<file path="src/rtl/core/modular_inverse_ext_euclid_top_macros.svh">
// Assertion macros shared by the modular inverse RTL.
`ifndef MODULAR_INVERSE_EXT_EUCLID_TOP_MACROS_SVH
`define MODULAR_INVERSE_EXT_EUCLID_TOP_MACROS_SVH

`ifndef ASSERT_OFF
// property checked on every rising clock edge outside reset
`define MIE_ASSERT(lbl, prop, msg) \
  lbl: assert property (@(posedge clk) disable iff (!rst_n) (prop)) else $error(msg);
// expression that must never be true outside reset
`define MIE_ASSERT_NEVER(lbl, expr, msg) \
  `MIE_ASSERT(lbl, !(expr), msg)
`else
`define MIE_ASSERT(lbl, prop, msg)
`define MIE_ASSERT_NEVER(lbl, expr, msg)
`endif

`endif

</file>
<file path="src/rtl/core/mie_pkg.sv">
// Package: widths, reset value and control structs of the modular inverse block.
`default_nettype none
package mie_pkg;

  localparam int WORD_BITS     = 32;
  localparam int CNT_W         = $clog2(WORD_BITS + 1);
  localparam logic [WORD_BITS-1:0] RESET_MODULUS = WORD_BITS'(998244353);

  typedef logic [WORD_BITS-1:0] word_t;

  // sequencer -> divide unit
  typedef struct packed {
    logic start;
  } div_ctl_t;

  // divide unit -> sequencer
  typedef struct packed {
    logic busy;
    logic done;
  } div_sts_t;

endpackage
`default_nettype wire

</file>
<file path="src/rtl/core/mie_ifs.sv">
// Handshake interfaces for the input, result and configuration channels.
`default_nettype none
interface mie_in_if;
  logic                 valid;
  logic                 ready;
  logic [mie_pkg::WORD_BITS-1:0] value;
  modport source (output valid, output value, input ready);
  modport sink   (input valid, input value, output ready);
endinterface

interface mie_out_if;
  logic                 valid;
  logic                 ready;
  logic [mie_pkg::WORD_BITS-1:0] inverse;
  logic                 no_inverse;
  modport source (output valid, output inverse, output no_inverse, input ready);
  modport sink   (input valid, input inverse, input no_inverse, output ready);
endinterface

interface mie_cfg_if;
  logic                 valid;
  logic                 ready;
  logic [mie_pkg::WORD_BITS-1:0] data;
  modport source (output valid, output data, input ready);
  modport sink   (input valid, input data, output ready);
endinterface
`default_nettype wire

</file>
<file path="src/rtl/core/mie_divstep.sv">
// Shared divide unit: restoring division, one quotient bit per cycle, with q*mult accumulate.
`default_nettype none
`include "modular_inverse_ext_euclid_top_macros.svh"
module mie_divstep (
  input  wire logic              clk,
  input  wire logic              rst_n,
  input  wire mie_pkg::div_ctl_t ctl,
  input  wire mie_pkg::word_t    dividend,
  input  wire mie_pkg::word_t    divisor,
  input  wire mie_pkg::word_t    mult,
  output mie_pkg::div_sts_t      sts,
  output mie_pkg::word_t         rem,
  output mie_pkg::word_t         prod
);

  localparam int W = mie_pkg::WORD_BITS;

  mie_pkg::word_t          num_r, div_r, mult_r, rem_r, acc_r;
  logic [mie_pkg::CNT_W-1:0] cnt_r;
  logic                    busy_r, done_r;

  logic [W:0]     rem_sh, div_ext, diff;
  logic           ge;
  mie_pkg::word_t acc_nxt;

  always_comb begin
    rem_sh  = {rem_r, num_r[W-1]};
    div_ext = {1'b0, div_r};
    diff    = rem_sh - div_ext;
    ge      = (rem_sh >= div_ext);
    // Horner form: acc = acc*2 + bit*mult gives q*mult after the last bit
    acc_nxt = {acc_r[W-2:0], 1'b0} + (ge ? mult_r : '0);
  end

  always_ff @(posedge clk) begin
    if (!rst_n) begin
      busy_r <= 1'b0;
      done_r <= 1'b0;
      cnt_r  <= '0;
    end else begin
      done_r <= 1'b0;
      if (ctl.start) begin
        busy_r <= 1'b1;
        cnt_r  <= mie_pkg::CNT_W'(W);
      end else if (busy_r) begin
        cnt_r <= cnt_r - mie_pkg::CNT_W'(1);
        if (cnt_r == mie_pkg::CNT_W'(1)) begin
          busy_r <= 1'b0;
          done_r <= 1'b1;
        end
      end
    end
  end

  always_ff @(posedge clk) begin
    if (ctl.start) begin
      num_r  <= dividend;
      div_r  <= divisor;
      mult_r <= mult;
      rem_r  <= '0;
      acc_r  <= '0;
    end else if (busy_r) begin
      num_r <= {num_r[W-2:0], 1'b0};
      rem_r <= ge ? diff[W-1:0] : rem_sh[W-1:0];
      acc_r <= acc_nxt;
    end
  end

  assign sts.busy = busy_r;
  assign sts.done = done_r;
  assign rem      = rem_r;
  assign prod     = acc_r;

  `MIE_ASSERT_NEVER(a_start_busy, ctl.start && busy_r, "divide started while busy")
  `MIE_ASSERT(a_done_after_busy, done_r |-> $past(busy_r), "done without a running divide")
  `MIE_ASSERT(a_rem_below_div, done_r |-> (rem_r < div_r), "remainder not below divisor")

endmodule
`default_nettype wire

</file>
<file path="src/rtl/core/modular_inverse_ext_euclid_top.sv">
// Top level: modular inverse by extended Euclid on a shared divide unit.
// Usage:
//   cfg_ch: write word = modulus (reset 998244353). Always ready; write only
//   while no item is in flight.
//   in_ch: one word = value. Taken when valid and ready are high; ready is
//   high only while the sequencer is idle.
//   out_ch: one word per input = inverse in 0..modulus-1 and no_inverse.
//   no_inverse is set, with inverse 0, when gcd(value, modulus) != 1 or the
//   modulus is zero.
// Sequence: one reduction of value plus one divide per Euclid step on the
//   bit-serial divider; steps is at most about 1.44 * WORD_BITS.
// Throughput: one item at a time; the next value is taken as soon as the
//   result sits in the output register.
// Stall: a finished result holds in the output register; if the previous one
//   is still untaken, the sequencer waits in its final state.
// Reset: synchronous active-low rst_n clears control state and restores the
//   modulus; no clearing pass.
`default_nettype none
`include "modular_inverse_ext_euclid_top_macros.svh"
module modular_inverse_ext_euclid_top (
  input  wire logic clk,
  input  wire logic rst_n,
  mie_cfg_if.sink   cfg_ch,
  mie_in_if.sink    in_ch,
  mie_out_if.source out_ch
);

  localparam logic [2:0] S_IDLE  = 3'd0;
  localparam logic [2:0] S_INIT  = 3'd1;
  localparam logic [2:0] S_INITW = 3'd2;
  localparam logic [2:0] S_CHECK = 3'd3;
  localparam logic [2:0] S_STEPW = 3'd4;
  localparam logic [2:0] S_NORM  = 3'd5;
  localparam logic [2:0] S_FIN   = 3'd6;

  logic [2:0] state_r, state_nxt;

  mie_pkg::word_t mod_r, m_r, r_prev_r, r_cur_r, u_prev_r, u_cur_r;
  logic           neg_prev_r, neg_cur_r;
  logic           out_valid_r;
  mie_pkg::word_t out_inv_r;
  logic           out_none_r;

  mie_pkg::div_ctl_t div_ctl;
  mie_pkg::div_sts_t div_sts;
  mie_pkg::word_t    div_dividend, div_divisor, div_rem, div_prod;

  logic           in_fire, out_load, fin_none;
  mie_pkg::word_t fin_inv;

  assign cfg_ch.ready = 1'b1;
  assign in_ch.ready  = (state_r == S_IDLE);
  assign in_fire      = in_ch.valid && in_ch.ready;
  assign out_load     = (state_r == S_FIN) && (!out_valid_r || out_ch.ready);

  always_comb begin
    div_ctl.start = (state_r == S_INIT) || ((state_r == S_CHECK) && (r_cur_r != '0));
    // first divide reduces value mod modulus, later ones run the remainder sequence
    div_dividend  = (state_r == S_INIT) ? r_cur_r : r_prev_r;
    div_divisor   = (state_r == S_INIT) ? r_prev_r : r_cur_r;
  end

  mie_divstep u_div (
    .clk      (clk),
    .rst_n    (rst_n),
    .ctl      (div_ctl),
    .dividend (div_dividend),
    .divisor  (div_divisor),
    .mult     (u_cur_r),
    .sts      (div_sts),
    .rem      (div_rem),
    .prod     (div_prod)
  );

  always_comb begin
    fin_none = (r_prev_r != mie_pkg::WORD_BITS'(1));
    if (fin_none) begin
      fin_inv = '0;
    end else if (neg_prev_r && (u_prev_r != '0)) begin
      fin_inv = m_r - u_prev_r;
    end else begin
      fin_inv = u_prev_r;
    end
  end

  always_comb begin
    state_nxt = state_r;
    case (state_r)
      S_IDLE:  if (in_fire) state_nxt = (mod_r == '0) ? S_FIN : S_INIT;
      S_INIT:  state_nxt = S_INITW;
      S_INITW: if (div_sts.done) state_nxt = S_CHECK;
      S_CHECK: state_nxt = (r_cur_r == '0) ? S_NORM : S_STEPW;
      S_STEPW: if (div_sts.done) state_nxt = S_CHECK;
      S_NORM:  state_nxt = S_FIN;
      S_FIN:   if (out_load) state_nxt = S_IDLE;
      default: state_nxt = S_IDLE;
    endcase
  end

  always_ff @(posedge clk) begin
    if (!rst_n) begin
      state_r     <= S_IDLE;
      mod_r       <= mie_pkg::RESET_MODULUS;
      out_valid_r <= 1'b0;
    end else begin
      state_r <= state_nxt;
      if (cfg_ch.valid && cfg_ch.ready) mod_r <= cfg_ch.data;
      if (out_load) begin
        out_valid_r <= 1'b1;
      end else if (out_ch.ready) begin
        out_valid_r <= 1'b0;
      end
    end
  end

  always_ff @(posedge clk) begin
    case (state_r)
      S_IDLE: begin
        if (in_fire) begin
          m_r      <= mod_r;
          r_prev_r <= mod_r;
          r_cur_r  <= in_ch.value;
        end
      end
      S_INITW: begin
        if (div_sts.done) begin
          r_cur_r    <= div_rem;
          u_prev_r   <= '0;
          u_cur_r    <= mie_pkg::WORD_BITS'(1);
          neg_prev_r <= 1'b0;
          neg_cur_r  <= 1'b0;
        end
      end
      S_STEPW: begin
        if (div_sts.done) begin
          r_prev_r   <= r_cur_r;
          r_cur_r    <= div_rem;
          u_prev_r   <= u_cur_r;
          u_cur_r    <= u_prev_r + div_prod;
          neg_prev_r <= neg_cur_r;
          neg_cur_r  <= !neg_cur_r;
        end
      end
      S_NORM: begin
        // coefficient magnitude never exceeds the modulus: one subtract reduces it
        if (u_prev_r >= m_r) u_prev_r <= u_prev_r - m_r;
      end
      default: ;
    endcase
    if (out_load) begin
      out_inv_r  <= fin_inv;
      out_none_r <= fin_none;
    end
  end

  assign out_ch.valid      = out_valid_r;
  assign out_ch.inverse    = out_inv_r;
  assign out_ch.no_inverse = out_none_r;

  `MIE_ASSERT(a_busy_after_accept, in_fire |=> (state_r != S_IDLE), "item accepted but idle")
  `MIE_ASSERT(a_none_zero, (out_valid_r && out_none_r) |-> (out_inv_r == '0),
              "no_inverse with nonzero inverse")
  `MIE_ASSERT(a_done_in_wait, div_sts.done |-> (state_r == S_INITW || state_r == S_STEPW),
              "divide done outside a wait state")
  `MIE_ASSERT(a_busy_in_wait, div_sts.busy |-> (state_r == S_INITW || state_r == S_STEPW),
              "divide running outside a wait state")

endmodule
`default_nettype wire

</file>
<file path="src/flat_wrapper.sv">
// flat-port wrapper written by rule: the top's interface ports become plain ports
module modular_inverse_ext_euclid_top_flat 
  (clk, rst_n, cfg_ch_valid, cfg_ch_data, cfg_ch_ready, in_ch_valid, in_ch_value, in_ch_ready, out_ch_valid, out_ch_inverse, out_ch_no_inverse, out_ch_ready);
  mie_cfg_if cfg_ch_i ();
  mie_in_if in_ch_i ();
  mie_out_if out_ch_i ();
  input  wire logic clk;
  input  wire logic rst_n;
  input wire logic [$bits(cfg_ch_i.valid)-1:0] cfg_ch_valid;
  input wire logic [$bits(cfg_ch_i.data)-1:0] cfg_ch_data;
  output wire logic [$bits(cfg_ch_i.ready)-1:0] cfg_ch_ready;
  input wire logic [$bits(in_ch_i.valid)-1:0] in_ch_valid;
  input wire logic [$bits(in_ch_i.value)-1:0] in_ch_value;
  output wire logic [$bits(in_ch_i.ready)-1:0] in_ch_ready;
  output wire logic [$bits(out_ch_i.valid)-1:0] out_ch_valid;
  output wire logic [$bits(out_ch_i.inverse)-1:0] out_ch_inverse;
  output wire logic [$bits(out_ch_i.no_inverse)-1:0] out_ch_no_inverse;
  input wire logic [$bits(out_ch_i.ready)-1:0] out_ch_ready;
  assign cfg_ch_i.valid = cfg_ch_valid;
  assign cfg_ch_i.data = cfg_ch_data;
  assign cfg_ch_ready = cfg_ch_i.ready;
  assign in_ch_i.valid = in_ch_valid;
  assign in_ch_i.value = in_ch_value;
  assign in_ch_ready = in_ch_i.ready;
  assign out_ch_valid = out_ch_i.valid;
  assign out_ch_inverse = out_ch_i.inverse;
  assign out_ch_no_inverse = out_ch_i.no_inverse;
  assign out_ch_i.ready = out_ch_ready;
  modular_inverse_ext_euclid_top u_core (.clk(clk), .rst_n(rst_n), .cfg_ch(cfg_ch_i), .in_ch(in_ch_i), .out_ch(out_ch_i));
endmodule
</file>
<file path="config.mk">
export PLATFORM = sky130hd
export DESIGN_NAME = modular_inverse_ext_euclid_top_flat
export DESIGN_NICKNAME = d
export VERILOG_FILES = /design/src/rtl/core/mie_pkg.sv /design/src/rtl/core/mie_ifs.sv /design/src/rtl/core/mie_divstep.sv /design/src/rtl/core/modular_inverse_ext_euclid_top.sv /design/src/flat_wrapper.sv
export VERILOG_INCLUDE_DIRS = /design/src /design/src/rtl/core
export SDC_FILE = /design/constraint.sdc
export NUM_CORES = 1
export LEC_CHECK = 0
export ABC_AREA = 1
export BUFFER_PORTS_ARGS = -buffer_cell sky130_fd_sc_hd__buf_2
export CAP_MARGIN = 20
export CORE_AREA = 4 4 304 336
export CTS_BUF_LIST = sky130_fd_sc_hd__clkbuf_8
export CTS_CLUSTER_SIZE = 10
export DETAILED_ROUTE_END_ITERATION = 12
export DIE_AREA = 0 0 308 340
export PLACE_DENSITY_LB_ADDON = 0.1
export SYNTH_ARGS = -nofsm -noshare
export SYNTH_HDL_FRONTEND = slang
export SYNTH_SLANG_ARGS = --single-unit
</file>
<file path="constraint.sdc">
create_clock -name clk -period 10.25 [get_ports clk]
set_input_delay 0.5125 -clock clk [delete_from_list [all_inputs] [get_ports clk]]
set_output_delay 0.5125 -clock clk [all_outputs]
set_load 0.01 [all_outputs]
</file>
Word-level counts from Yosys, hierarchy flattened
Index checks and enable logic that the tools add are counted.
{ "word_totals": {"regBits": 399, "in_bits": 69, "output_inout_bits": 36, "word_cells": 112} }
{ "classes": {"n_addsub": 6, "n_lt_le_gt_ge": 2, "n_eq_ne": 14, "n_mux": 39, "n_bitwise": 2, "reduce_logical": 28} }
{ "op_table": {"columns": ["operator", "count"], "rows": [
  ["32-bit 2-to-1 mux", 16],
  ["32-bit one-hot mux with 2 select lines", 3],
  ["32-bit one-hot mux with 3 select lines", 1],
  ["32-bit subtractor", 3],
  ["32-bit adder", 2],
  ["32-bit zero test", 2],
  ["32-bit nonzero test", 2],
  ["33-bit by 32-bit greater-or-equal comparator with 1-bit output", 1],
  ["32-bit greater-or-equal comparator", 1],
  ["32-bit by 1-bit != test with 1-bit output (second input constant)", 1],
  ["3-bit one-hot mux with 6 select lines", 1],
  ["3-bit 2-to-1 mux", 4],
  ["6-bit 2-to-1 mux", 2],
  ["3-bit AND reduction", 4],
  ["1-bit 2-to-1 mux", 10],
  ["2-bit nonzero test", 5],
  ["3-bit equality test (second input constant)", 3],
  ["3-bit by 2-bit equality test with 1-bit output (second input constant)", 2],
  ["6-bit by 1-bit equality test with 1-bit output (second input constant)", 1],
  ["2-bit by 1-bit != test with 1-bit output (second input constant)", 3],
  ["2-bit != test (second input constant)", 3],
  ["6-bit by 1-bit subtractor with 6-bit output (second input constant)", 1],
  ["1-bit logical AND", 4],
  ["1-bit one-hot mux with 2 select lines", 2],
  ["10 further kinds", 14]
]} }

Depth between registers and ports, before layout
Gate-level depths: netlist of run 1.
{ "logic_depth": {"word_depth": 5, "ltp_mapped": 29, "ltp_nobuf": 28} }

Modules after synthesis
From an unflattened synthesis of run 1, not the netlist that was laid out.
{ "unflattened": {"hier_cells": 3725, "area_unflattened_um2": 26671.8} }
{ "modules_own_cells": {"columns": ["mod", "instances", "cells_per_inst", "area_each_um2", "seq_area_each_um2"], "rows": [
  ["modular_inverse_ext_euclid_top", 1, 2394, 16587.2, 6576.3],
  ["mie_divstep", 1, 1331, 10084.7, 4324.1]
]} }

Worst setup path after synthesis of run 1
Ideal clock, no wire load.
{ "synth_timing": {"kind": "reg2reg", "startpoint": "register u_core.u_prev_r[0]", "endpoint": "register u_core.u_prev_r[0] (enable)", "setup_ns": 0.440, "arrival_ns": 3.454, "t_required_ns": 9.810, "path_slack_ns": 6.356, "path_stages_with_launch": 10, "n_path_buf": 0, "period_less_slack_ns": 3.894, "cell_sequence": "edfxtp_1 -> inv_1 -> ha_1 -> fa_1 -> o21ai_0 -> a21o_1 -> nand2_1 -> nand2_1 -> nand2_1 -> a41oi_1"} }
{ "synth_between": {"elab_chain_len": 3} }
{ "synth_rtl": {"columns": ["element", "line", "rtl"], "rows": [
  ["start, declared", "modular_inverse_ext_euclid_top.sv:38", "mie_pkg::word_t mod_r, m_r, r_prev_r, r_cur_r, u_prev_r, u_cur_r;"],
  ["start signal, assigned", "modular_inverse_ext_euclid_top.sv:138", "u_prev_r <= u_cur_r;"],
  ["start signal, assigned", "modular_inverse_ext_euclid_top.sv:146", "if (u_prev_r >= m_r) u_prev_r <= u_prev_r - m_r;"],
  ["32-bit greater-or-equal comparator", "modular_inverse_ext_euclid_top.sv:146", null],
  ["2-bit by 1-bit != test with 1-bit output (no source line)", null, null],
  ["4-bit AND reduction (no source line)", null, null]
]} }
Every way passes these cells.
A chain may end at the register's enable or synchronous reset.

Worst setup path in the final report of run 1
{ "layout_timing": {"startpoint": "register u_core.u_div.div_r[7]", "endpoint": "register u_core.u_div.acc_r[27] (netlist: u_core.u_div.prod[27])"} }
{ "layout_between": {"elab_chain_len": 3} }
{ "layout_rtl": {"columns": ["element", "line", "rtl"], "rows": [
  ["start, declared", "mie_divstep.sv:18", "mie_pkg::word_t num_r, div_r, mult_r, rem_r, acc_r;"],
  ["start signal, assigned", "mie_divstep.sv:58", "div_r <= divisor;"],
  ["33-bit by 32-bit greater-or-equal comparator with 1-bit output", "mie_divstep.sv:30", "ge = (rem_sh >= div_ext);"],
  ["32-bit 2-to-1 mux", "mie_divstep.sv:32", "acc_nxt = {acc_r[W-2:0], 1'b0} + (ge ? mult_r : '0);"],
  ["32-bit adder", "mie_divstep.sv:32", null],
  ["end signal, assigned", "mie_divstep.sv:65", "acc_r <= acc_nxt;"],
  ["end, declared", "mie_divstep.sv:18", null]
]} }
Every way passes these cells.

==> results.md, run 1 <==
- Initial drt markers: ~1500
- Clk buf depth: 3
- Fill cell count: ~11000
- First-pass GRT wire length: approximately 140000 um
- Root Buffer: clkbuf_8
- Synth Area in XOR/XNOR: 1.924%
- Outcome: completed
- TritonCTS Sinks: about 400
- IO Pins: ~110
- Combinational family with the most area after synthesis: simple AND/OR/NAND/NOR gates
- Critical Path RT: ~11000 ps
- Ys flop type: edfxtp_1
- Min-delay worst type: in -> reg
- Post-CTS Setup Bufs: 0
- Met3 routed WL: around 3500 um
- Top Metal Used: met4
- P&R area growth vs syn: 14.02%
- Die Area: 104700 sq um
- Vert. Die Dim: around 340 um
- FFs w/ async S/R, synth: 0%
- CTS tree: done
- Simple-gate share of the synthesized area: between 20% and 30%
- Setup TNS: 0 ps
- Power Total: 8716 uW
- Post-Syn Nets: approximately 3500
- Final Hold Vio Count: 0
- Dominant cells by area after synthesis: edfxtp_1 (34%), nand2_1 (11%), dfxtp_1 (8.5%)
- Measured slew at the worst slew-check pin: 1000 ps
- Synth Area in Adders: about 8.1%
- WL/cell: roughly 20 um
- Layout Skew: 36.33 ps
- Max-cap violation count: 0
- CTS clk-pin slew, worst paths: 60 ps
- Final setup viols: 0
- Cell Rows: ~120
- RSZ-0062 raised after global routing: false
- Compound-Gate Fraction of Synth Area: between 15 and 20%
- Tmin final: roughly 4900 ps
- Largest area contributor in the netlist: edfxtp_1
- Final period util: between 40% and 50%
- HPWL after DPL: roughly 77000 um
- H-tree Lvls: 3
- Crit-path max cell delay: between 400 and 500 ps
- Flops & latches, synth: approximately 400
- Clk_lat worst skew: approximately 710 ps
- Cell variety after synth: 57
- Mapped Area: 25500 sq um
- Residual DRC: 0
- PortBufs: about 100
- Seq/Total Area, Yosys: 42.75%
- Slew headroom: roughly 33%
- Initial core utilization: approximately 26%
- PD cells: 299.8 nW/um^2
- Yosys top cell area share: between 30% and 40%
- Number of synthesized flops with an enable pin: ~290
- Aggregate global-route resource usage: approximately 18%
- Setup crit start kind: flip-flop
- Yosys Warn Count: 0
- Post-synthesis mux area share: 0%
- Top cells by count, synth: nand2_1 (758), inv_1 (462), o21ai_0 (361), a21oi_1 (309), nor2_1 (295)
- Avg Vias per Cell: approximately 4.7
- Placer Congestion: 0.8923
- CP delay by family, top: simple AND/OR/NAND/NOR gates
- Final WL: between 90000 and 100000 um
- Pleak: roughly 0.013 uW
- Max VDD drop: 151.0 uV
- Core Util, Final: between 20 and 30%
- First-pass DRT Iterations: 6
- Initial antenna violation count: 2
- DRT met1 WL: ~42000 um
- Post-Syn Instances: between 3000 and 4000
- Crit path arrival time: 5490 ps
- Most common cell in the synthesized netlist: nand2_1
- Critical path buffer and inverter count: 5
- CORE AREA: between 90000 and 100000 sq um
- Layout cells sized above 1: between 7 and 8%
- Crit path top cell by count: nand2_1
- Final std cells w/o fill: 4794
- Worst Path Max Fanout: 54
- Max Transition Viols Final: 0
- Syn avg cell area: slightly below 8 sq um
- Fmax: 204.9 MHz
- Critical Path Sink Type: flip-flop
- WL met2: 50490 um
- Total gr overflow: 0
- Vias in the first global route: 22110
- Final nets: 3666
- Largest net degree at the start of global routing: slightly above 80
- Total CTS buffers: 80
- Crit path max-delay cell type: inv_2
- Via Count: 22480
- Remaining antenna violation count: 0
- Worst setup path class: reg -> reg
- Die W: just over 300 um
- Cells after DPL: around 4600
## cell usage in the layout (no fill, tap or decap), drive strengths merged, types with 15 or more instances in the layout
cell,n
a21oi,311
buf,122
clkbuf,84
clkinv,25
dfxtp,108
dlygate4sd3,15
edfxtp,291
ha,158
inv,510
nand2,763
nand3,126
nand4,37
nor2,305
nor3,19
nor4,25
o211ai,18
o21a,19
o21ai,415
o21bai,16
xnor2,33
xor2,23
## worst reg2reg max path, cell delays in order, from the launching register on
cell,delay (ps)
edfxtp_1,330
inv_1,50
ha_1,340
nand2_1,160
inv_1,70
a21oi_2,180
nand2_1,70
nand2_1,70
nand3_2,160
nand2_2,130
nand2_4,340
inv_2,500
buf_4,370
nor2_1,90
ha_1,220
fa_1,410
nand3_1,100
nand2_1,100
a21oi_1,300
inv_1,130
nand3_1,90
nand3_1,170
nand2_1,110
nand2_1,70
nand2_1,70
nand2_1,50
o21ai_1,130
## per-layer routing
metal / global-route usage (%) / up-vias
met5: 0 / -
met4: 4.414 / 0
met3: 2.060 / 98
met2: 33.68 / 441
met1: 22.73 / 10590
li1: - / 11350
## final timing paths
path,startpoint,endpoint,slack [ps],cells after the start
min,cfg_ch_data[23],u_core.mod_r[23],70,3
min reg2reg,u_core.u_cur_r[7],u_core.u_div.mult_r[7],460,0
max,u_core.u_div.div_r[7],u_core.u_div.prod[27],5370,26
max reg2reg,u_core.u_div.div_r[7],u_core.u_div.prod[27],5370,26
## logic make-up (layout without fill, tap and decap cells)
group | after synthesis | count (layout)
xor+xnor | 56 | 56
simple gates | 1295 | 1295
other cells | 1 | 2
flops | 399 | 399
compound gates | 829 | 829
buf+inv | 572 | 759
fa+ha+maj | 163 | 163
## per-stage QoR
step           hold slack (ps)  area [sq um]  setup WS (ps)
3_5_place_dp             450.9         27370           5325
3_3_place_gp             444.2         27340           5349
5_1_grt                  55.67         29070           4795
2_1_floorplan            426.8         25500           6356
6_report                 70.89         29070           5371
4_1_cts                  10.57         29050           5270
## power breakdown
part | switching [uW] | internal (uW)
Combinational | 3010 | 1250
Clock | 783 | 823
Sequential | 450 | 2400
Total | 4250 | 4470
## flip-flops by register name (all words and copies together) (netlist names), 3 cells and up
name                   count
u_core.u_div.prod         32
u_core.u_cur_r            32
u_core.out_ch.inverse     32
u_core.mod_r              32
u_core.state_r             3
u_core.r_prev_r           32
u_core.m_r                32
u_core.u_div.rem          32
u_core.u_div.div_r        32
u_core.u_div.cnt_r         6
u_core.u_prev_r           32
u_core.r_cur_r            32
u_core.u_div.num_r        32
u_core.u_div.mult_r       32
## cell type report
cell class | count | area (sq um) | area share, %
Clock inverter | 66 | 376.6 | 1.295
Antenna cell | 1 | 2.502 | 0.008608
Timing Repair Buffer | 137 | 840.8 | 2.892
Inverter | 472 | 1778 | 6.116
Multi-Input combinational cell | 2344 | 12400 | 42.66
Sequential cell | 399 | 10900 | 37.50
Clock buffer | 84 | 1156 | 3.977
Tap cell | 1291 | 1615 | 5.556
## timing repair
action                    in CTS  in global routing
resized for setup              0                  0
hold endpoints to repair      15                  0
hold buffers                  15                  0
(Power assumes the default switching activity.)
==> inputs of run 2 (changes only) <==
==> constraint.sdc (replaced) <==
create_clock -name clk -period 4.8 [get_ports clk]
set_input_delay 0.24 -clock clk [delete_from_list [all_inputs] [get_ports clk]]
set_output_delay 0.24 -clock clk [all_outputs]
set_load 0.01 [all_outputs]
==> run 2 against run 1 <==
Against the previous run:
- die area is the same
- via count grew 1.6%
- first-iteration DRC count decreased by 18%
- final area rose by 2.2%
- core utilization increased by 0.63 points
- critical path depth increased by 1
- total power increased by 120%
- combinational power grew 120%
- final cell count grew 1.3%
- critical path type unchanged
- critical endpoint unchanged
- largest power group unchanged
- highest routed layer unchanged
==> results.md, run 2 (synthesized netlist as in run 1, its figures left out) <==
- Max VDD drop: 323.2 uV (+110%)
- Die W: 308 um (unchanged)
- Setup crit end: u_core.u_div.prod[27]
- Final Hold Vio Count: 0 (unchanged)
- Commonest non-fill, non-tap cell in the layout: nand2_1
- DP Worst Slack: 752.5 ps (-4572 ps)
- Remaining antenna violation count: 0 (unchanged)
- Multi-input logic area: 12400 sq um (unchanged)
- WL/cell: 20.47 um (+0.47%)
- Crit path arrival time: 4630 ps (-860 ps)
- Largest net degree at the start of global routing: 92 (+14%)
- Worst setup path class: reg -> reg
- Aggregate global-route resource usage: 18.54% (+0.24 points)
- Initial core utilization: 25.87% (unchanged)
- First-pass GRT wire length: 145800 um (+1.6%)
- Max-cap violation count: 0 (unchanged)
- CTS tree: done
- CTS Hold Buffers Added: 66 (+51)
- HPWL after DPL: 78800 um (+1.7%)
- Worst R2R Start: u_core.u_div.div_r[19]
- Total CTS buffers: 81 (+1.3%)
- Placer Congestion: 0.9004 (+0.91%)
- Final WL: 99360 um (+1.7%)
- Residual DRC: 0 (unchanged)
- Setup TNS: 0 ps (unchanged)
- CTS clk-pin slew, worst paths: 60 ps (about the same)
- Post-CTS Resized: 0 (unchanged)
- Final period util: 83.98% (+36 points)
- Initial antenna violation count: 1 (-1)
- FF-to-FF path depth: 27 (+3.8%)
- Vert. Die Dim: 340 um (unchanged)
- CORE AREA: 98560 sq um (unchanged)
- Final std cells w/o fill: 4854 (+1.3%)
- Worst Path Max Fanout: 22 (-59%)
- Root Buffer: clkbuf_8
- P&R area growth vs syn: 16.47%
- Fmax: 248.1 MHz (+21%)
- Final setup viols: 0 (unchanged)
- Post-route setup slack: 769.0 ps (-4602 ps)
- Pleak: 0.01297 uW (+1.9%)
- Slew headroom: 40.18% (+6.9 points)
- Total gr overflow: 0 (unchanged)
- PD cells: 633.7 nW/um^2 (+110%)
- First-pass DRT Iterations: 6 (unchanged)
- IO Pins: 105 (unchanged)
- Via Count: 22840 (+1.6%)
- Outcome: completed
- Measured slew at the worst slew-check pin: 894.4 ps (-105.7 ps)
- R2r setup slk: 770 ps (-4600 ps)
- CP startpoint: u_core.u_div.div_r[19]
- PortBufs: 103 (unchanged)
- Min-delay worst type: in -> reg
- Final nets: 3727 (+1.7%)
- Vias in the first global route: 22800 (+3.1%)
- Layout cells sized above 1: 8.144% (+0.29 points)
- Max Transition Viols Final: 0 (unchanged)
- RSZ-0062 raised after global routing: false
- Setup crit start kind: flip-flop
- Critical Path Sink Type: flip-flop
- Clk buf depth: 3 (unchanged)
- Post-CTS Setup Bufs: 0 (unchanged)
- Initial drt markers: 1261 (-18%)
- Fill cell count: 10820 (-0.24%)
- Cells after DPL: 4635 (+0.17%)
- Critical Path RT: 5400 ps (-5460 ps)
- R2r endpoint: u_core.u_div.prod[27]
- H-tree Lvls: 3 (unchanged)
- Commonest non-fill, non-tap cells in the layout: nand2_1 (756), inv_1 (491), o21ai_0 (361)
- TritonCTS Sinks: 399 (unchanged)
- Avg Vias per Cell: 4.705 (+0.35%)
- Tmin final: 4031 ps (-848.4 ps)
- Sequential Area: 10900 sq um (unchanged)
- Clk_lat worst skew: 700 ps (about the same)
- Layout Skew: 51.40 ps (+15.07 ps)
- Die Area: 104700 sq um (unchanged)
- Cell Rows: 121 (unchanged)
## run 2: worst min path at each step
stage                                start                     end  slack, ps  cells after the start
global route               in_ch_value[17]      u_core.r_cur_r[17]          4                      3
detailed placement  u_core.u_div.mult_r[0]    u_core.u_div.prod[0]        450                      2
global placement         u_core.u_cur_r[7]  u_core.u_div.mult_r[7]        440                      0
finish                     in_ch_value[17]      u_core.r_cur_r[17]         30                      3
floorplan                   cfg_ch_data[0]         u_core.mod_r[0]        360                      2
CTS                        in_ch_value[17]      u_core.r_cur_r[17]          6                      3
## run 2: power by group
| group | switching [uW] | internal (uW) |
|---|---|---|
| clock network | 1650 | 1840 |
| registers | 957 | 5120 |
| logic | 6520 | 2740 |
| total | 9120 | 9700 |
## run 2: per-layer routing
metal  vias to the layer above  global-route usage (%)  routed length (um)
li1                      11470                       -                   -
met1                     10800                   22.48               42040
met2                       441                   34.06               51080
met3                       128                   2.321                3534
met4                         0                   5.615                2710
met5                         -                       0                   0
## run 2: area by class of cell
class / instances / area share [%]
diodes: 2 / 0.01685
clock buffers: 94 / 4.356
clock inverters: 55 / 0.9143
inverters: 472 / 5.987
multi-input cells: 2344 / 41.76
flip-flops and latches: 399 / 36.71
well taps: 1291 / 5.439
repair buffers: 197 / 4.820
## run 2: metrics by stage
step	total power, uW	util (%)	hold WS [ps]	area (sq um)
final	18820	30.13	29.04	29700
after global routing	20390	30.13	3.529	29700
after CTS	19110	30.08	5.712	29640
after detailed placement	15440	27.82	452.9	27420
after global placement	15510	27.82	441.9	27420
after floorplan	12080	-	362.2	25500
## run 2: worst max-delay path, stage by stage (launching register included)
cell and delay, ps:
edfxtp_1 320, inv_1 40, ha_1 340, nand2_1 180, inv_1 60, nand2_1 60, nand2_1 70, nand2_1 70
nand2_1 50, inv_2 80, nor2_1 40, nor2_1 210, nand2_4 80, inv_2 310, nor2_1 90, ha_1 220
fa_1 410, nand3_1 100, nand2_1 100, a21oi_1 310, inv_1 110, nand3_1 100, nand3_1 170, nand2_1 100
nand2_1 70, nand2_1 70, nand2_1 50, o21ai_1 120
